File: src/rtl/sit_pkg.sv
// shared types, constants and helpers of the symbol intern table
package sit_pkg;

    localparam int ENTRIES = 256;
    localparam int IDX_W   = $clog2(ENTRIES);
    localparam int CNT_W   = $clog2(ENTRIES + 1);
    localparam int WORD_W  = 32;
    localparam int PAIR_W  = 2 * WORD_W;

    typedef enum logic [1:0] {
        ST_FOUND     = 2'd0,
        ST_INSERTED  = 2'd1,
        ST_NOT_FOUND = 2'd2,
        ST_FULL      = 2'd3
    } t_status;

    typedef enum logic {
        OP_SEARCH = 1'b0,
        OP_INTERN = 1'b1
    } t_opcode;

    typedef enum logic [1:0] {
        S_IDLE,
        S_SCAN,
        S_DONE
    } t_state;

    // one name split over the three stores
    typedef struct packed {
        logic [PAIR_W-1:0] hi;
        logic [PAIR_W-1:0] mid;
        logic [PAIR_W-1:0] lo;
    } t_name;

    // sequencer requests to the name stores
    typedef struct packed {
        logic             rd_en;
        logic [IDX_W-1:0] raddr;
        logic             we;
        logic [IDX_W-1:0] waddr;
    } t_ram_req;

    // low 8 bits of an entry number, zero extended for small tables
    function automatic logic [7:0] to_index(input logic [CNT_W-1:0] v);
        logic [CNT_W+7:0] t;
        t = {8'b0, v};
        return t[7:0];
    endfunction

endpackage

File: src/rtl/sit_cmp.sv
// shared name comparator: stored entry against the request key
module sit_cmp (
    input  sit_pkg::t_name i_stored,
    input  sit_pkg::t_name i_key,
    output logic           o_match
);
    logic m_lo, m_mid, m_hi;

    assign m_lo    = (i_stored.lo  == i_key.lo);
    assign m_mid   = (i_stored.mid == i_key.mid);
    assign m_hi    = (i_stored.hi  == i_key.hi);
    assign o_match = m_lo & m_mid & m_hi;
endmodule

File: config.mk
export PLATFORM = sky130hd
export DESIGN_NAME = sit_cmp
export DESIGN_NICKNAME = d
export VERILOG_FILES = /design/src/rtl/sit_pkg.sv /design/src/rtl/sit_cmp.sv
export SDC_FILE = /design/constraint.sdc
export NUM_CORES = 1
export LEC_CHECK = 0
export BUFFER_PORTS_ARGS = -buffer_cell sky130_fd_sc_hd__buf_2
export CORE_AREA = 2 2 151 153
export DETAILED_ROUTE_END_ITERATION = 10
export DIE_AREA = 0 0 153 155
export GPL_TIMING_DRIVEN = 0
export SLEW_MARGIN = 20
export SYNTH_ARGS = -nofsm -noshare
export SYNTH_HDL_FRONTEND = slang
export SYNTH_SLANG_ARGS = --single-unit
File: constraint.sdc
create_clock -name vclk -period 2.37
set_clock_uncertainty 0.1 [all_clocks]
set_input_delay 0.3555 -clock vclk [all_inputs]
set_output_delay 0.3555 -clock vclk [all_outputs]
set_load 0.005 [all_outputs]
==> impl_metrics.json, run 1 <==
{
  "fillers": 2522,
  "routed_wl_microns": 12900,
  "required_ns": 1.91,
  "route.detailed.drc": 0,
  "synth.area.top_cells": "xnor2_1 67%, nand4_1 13%, xor2_1 13%",
  "gr-usage-all-layers_pct": 9.88,
  "cts_hold_buf": 0,
  "hpwl_microns": 12500,
  "maxSlewHeadroom_pct": 71.7,
  "multi_input_area_sq_um": 2190,
  "place_congestion": 0.779,
  "viasPerCell": 3.52,
  "ys_types": 9,
  "syn_avg_cell_area_sq_um": 8.14,
  "dieArea_sq_um": 23700,
  "grt_pass1_vias": 3433,
  "register_area_sq_um": 0,
  "syn-num-nets": 641,
  "arrival_ns": 1.86,
  "place_inst": 927,
  "seq_cell_count": 0,
  "path_max_fanout": 1,
  "pwr_density_cell_nw_per_um2": 164,
  "grt_overflow": 0,
  "max-vdd-ir-drop_uv": 61.7,
  "instances_no_fill": 927,
  "rsz0062_at_grt": "true",
  "start_util_pct": 9.41,
  "core_sq_um": 22200,
  "max_freq_ghz": 0.431,
  "fin_nets": 1028,
  "cp-start-kind": "input pin",
  "worstSetupPathType": "input pin to primary output",
  "vias": 3266,
  "final_util_pct": 20.2,
  "max_stage_delay_ns": 0.54,
  "drt_first_pass_iters": 4,
  "synth.most_common_cell": "xnor2_1",
  "end_kind": "primary output",
  "min_path_type": "input pin to primary output",
  "tightest_slew_ns": 0.423,
  "final_max_slew_viol_count": 0,
  "detail-route-antenna-nets": 0,
  "drt_iter0_drc": 92,
  "synth.top_cell.area_share_pct": 66.6,
  "p_leak_nw": 2.05,
  "yosysSeqAreaShare_pct": 0,
  "synth_area_sq_um": 2090,
  "setup_viol_count_final": 0,
  "setup_ws_ns": 0.0519,
  "synth_warnings": 0,
  "io-pin-count": 385,
  "status": "complete, no violations",
  "period_share_pct": 97.8,
  "cap_violations": 0,
  "rows": 55,
  "antenna_found_initial": 0,
  "drive_above_1_share_pct": 62.6,
  "io_buffers": 385,
  "dieHeight_microns": 155,
  "cp_slowest_cell": "or4_4",
  "worstPathCellList": "buf_2, xor2_1, nor4_2, nand4_1, or4_4, nor4_2, buf_2",
  "period_needed_ns": 2.32,
  "place_ws_ns": -0.180,
  "antenna_cells": 0,
  "total_power_mw": 0.738,
  "ys_top_cells_by_count": "159 x xnor2_1, 44 x nand4_1, 31 x xor2_1, 17 x nor4_1, 2 x inv_1",
  "grt_first_pass_wirelength_microns": 18100,
  "syn_to_final_growth_pct": 115,
  "die_w_microns": 153,
  "synth_top_cell_by_area": "xnor2_1",
  "grt_max_degree": 3,
  "num-clock-buffers": 0,
  "post_drt_wl_per_cell_microns": 13.9,
  "setup-tns-final_ns": 0,
  "synth_cells": 257,
  "hold_viol": 0
}
cells in the final DEF (no fill, tap or decap):
cell        n
a221oi_1    1
buf_2     384
buf_6       1
inv_1       2
nand4_1    44
nor4_1      6
nor4_2     11
nor4_4      1
o221ai_2    1
or4_4       1
xnor2_1   156
xnor2_2     3
xor2_1     31
area by class of cell:
cell class / instances / share of cell area [%]
timing repair buffer: 385 / 43.0
inverter: 2 / 0.167
tap: 285 / 7.94
multi-input combinational: 255 / 48.8
worst max-delay path: cells and delay by family:
family / cells / cell delay, ns
XOR/XNOR: 1 / 0.16
buffers and inverters: 2 / 0.27
AND/OR/NAND/NOR: 4 / 1.06
metrics by stage:
step | instance area, sq um | hold WS, ns
global placement | 4370 | 1.18
finish | 4490 | 1.11
global route | 4490 | 1.15
CTS | 4420 | 1.13
floorplan | 2090 | 0.843
detailed placement | 4370 | 1.19
path summary, 6_finish.rpt:
check,start,to,slack [ns],cells after the start
max,i_key[37],o_match,0.05,7
min,i_stored[93],o_match,1.11,6
layer usage:
layer	GRT usage, %	vias to the layer above	part of all wire, %
met5	0	-	0
met4	0.705	0	0.75
met3	1.34	4	8.2
met2	20.5	228	54
met1	11.0	1363	37
li1	-	1671	-
cell families (layout without fill, tap and decap cells):
logic type / Yosys count / in the layout / synth area share, %
compound gates: 2 / 2 / 0.838
xor+xnor: 190 / 190 / 79.6
simple gates: 63 / 63 / 19.2
buf+inv: 2 / 387 / 0.359
what timing repair did:
action,4_1_cts,5_1_grt
pin swaps,7,3
endpoints found under the setup margin,1,1
resized for setup,8,10
setup buffers,0,0
power by group:
group	internal, mW	total, mW	switching, mW
clock	0	0	0
combinational	0.445	0.738	0.293
sequential	0	0	0
total	0.445	0.738	0.293
No activity file was read; power rests on OpenSTA's default activity.
==> run 2: changes to the inputs <==
ABC_AREA = 1   (was default)
CORE_AREA = 2 2 149 151   (was 2 2 151 153)
DIE_AREA = 0 0 151 153   (was 0 0 153 155)
==> impl_metrics.json, run 2 <==
{
  "setup_ws_ns": 0.278,
  "arrival_ns": 1.64,
  "synth_warnings": 0,
  "maxSlewHeadroom_pct": 84.9,
  "post_drt_wl_per_cell_microns": 10.2,
  "required_ns": 1.91,
  "routed_wl_microns": 11000,
  "synth_area_sq_um": 2460,
  "num-clock-buffers": 0,
  "ys_types": 6,
  "hpwl_microns": 10600,
  "multi_input_area_sq_um": 2360,
  "register_area_sq_um": 0,
  "max_stage_delay_ns": 0.21,
  "fin_nets": 1178,
  "viasPerCell": 3.44,
  "syn_avg_cell_area_sq_um": 6.05,
  "syn_to_final_growth_pct": 92.5,
  "design_area_sq_um": 4740,
  "worstSetupPathType": "input pin to primary output",
  "setup_viol_count_final": 0,
  "total_power_mw": 0.765,
  "grt_first_pass_wirelength_microns": 15000,
  "grt_max_degree": 3,
  "whs_path_depth": 9,
  "ys_top_cells_by_count": "178 x xnor2_1, 132 x nand2_1, 52 x nor2_1, 28 x inv_1, 16 x nand4_1",
  "rsz0062_at_grt": "false",
  "min_to": "o_match",
  "seq_cell_count": 0,
  "setup-tns-final_ns": 0,
  "period_share_pct": 88.3,
  "max_freq_ghz": 0.478,
  "core_sq_um": 21500,
  "vias": 3688,
  "route.detailed.drc": 0,
  "dieHeight_microns": 153,
  "tightest_slew_ns": 0.226,
  "final_common_cell": "buf_2",
  "worst_hold_slack_ns": 1.17,
  "drt_first_pass_iters": 4,
  "cts_resized": 0,
  "cp_slowest_cell": "nor2_1",
  "place_congestion": 0.793,
  "synth.most_common_cell": "xnor2_1",
  "synth.top_cell.area_share_pct": 63.3,
  "dieArea_sq_um": 23100,
  "cp_common_cell": "nand2_1",
  "antenna_cells": 0,
  "cap_violations": 0,
  "max-vdd-ir-drop_uv": 56.1,
  "start_util_pct": 11.5,
  "gr-usage-all-layers_pct": 8.12,
  "place_area_sq_um": 4740,
  "period_needed_ns": 2.09,
  "status": "complete, no violations",
  "path_max_fanout": 1,
  "drt_iter0_drc": 99,
  "hold_viol": 0,
  "final_cell_mix": "385 x buf_2, 178 x xnor2_1, 132 x nand2_1",
  "postCtsSetupBuffers": 0,
  "min_path_type": "input pin to primary output",
  "die_w_microns": 151,
  "io_buffers": 385,
  "cts_hold_buf": 0,
  "grt_pass1_vias": 3408,
  "cp-start-kind": "input pin",
  "synth.area.top_cells": "xnor2_1 63%, nand2_1 20%, nor2_1 7.9%",
  "min-delay-start": "i_stored[98]",
  "p_leak_nw": 2.36,
  "detail-route-antenna-nets": 0,
  "rows": 54,
  "final_max_slew_viol_count": 0,
  "place_ws_ns": 0.119,
  "worstPathCellList": "buf_2, xnor2_1, nand2_1, nor2_1, nand2_1, nor2_1, nand2_1, nor2_1, nand2_1, nor2_2, buf_2",
  "pwr_density_cell_nw_per_um2": 161,
  "fillers": 2444,
  "drive_above_1_share_pct": 48.7,
  "synth_top_cell_by_area": "xnor2_1",
  "antenna_found_initial": 0,
  "syn-num-nets": 791,
  "yosysSeqAreaShare_pct": 0,
  "end_kind": "primary output",
  "synth_cells": 407,
  "io-pin-count": 385,
  "grt_overflow": 0
}
run 2: cell count changes in the layout (fill, tap and decap cells not counted), moves of 3 or more:
cell	delta
xor2_1	-31
nor4_1	-6
inv_1	+26
nand2_1	+132
nor4_2	-11
xnor2_1	+22
xnor2_2	-3
nor2_1	+52
nand4_1	-28
run 2: stage by stage:
| step | cells | utilization (%) |
|---|---|---|
| after global routing | 1072 | 22.1 |
| after floorplan | 407 | - |
| after CTS | 1072 | 22.1 |
| after detailed placement | 1072 | 22.1 |
| final | 1072 | 22.1 |
| after global placement | 1072 | 22.1 |
run 2: how the worst max path moves through the flow:
stage | end | slack [ns] | startpoint | cells past startpoint
global placement | o_match | 0.14 | i_key[52] | 11
detailed placement | o_match | 0.12 | i_key[52] | 11
global route | o_match | 0.03 | i_key[52] | 11
finish | o_match | 0.28 | i_key[52] | 11
floorplan | o_match | 0.88 | i_key[94] | 9
CTS | o_match | 0.11 | i_key[52] | 11
run 2: where the power goes:
part | switching (mW) | total [mW] | internal [mW]
sequential | 0 | 0 | 0
clock | 0 | 0 | 0
combinational | 0.301 | 0.765 | 0.465
total | 0.301 | 0.765 | 0.465
run 2: cell type report:
cell class,instances,share of cell area (%)
Tap cell,280,7.39
Timing Repair Buffer,385,40.7
Multi-Input combinational cell,379,49.7
Inverter,28,2.22
run 2: cell families after synthesis:
family / share of synthesized area [%]
xor gates and xnor gates: 63.3
and+or+nand+nor: 32.4
buffers and inverters: 4.27
run 2: routing by layer:
layer,share of wire [%],vias to the layer above,routed length [microns],global-route usage [%]
met4,0,0,0,0.0445
met3,10,0,1100,0.687
met1,34,1483,3770,8.29
li1,-,1995,-,-
met2,56,210,6110,18.0
met5,0,-,0,0
run 2: critical path, delay by kind of cell:
kind,cells,cell delay [ns]
AND/OR/NAND/NOR,8,0.89
buffers and inverters,2,0.21
XOR/XNOR,1,0.17
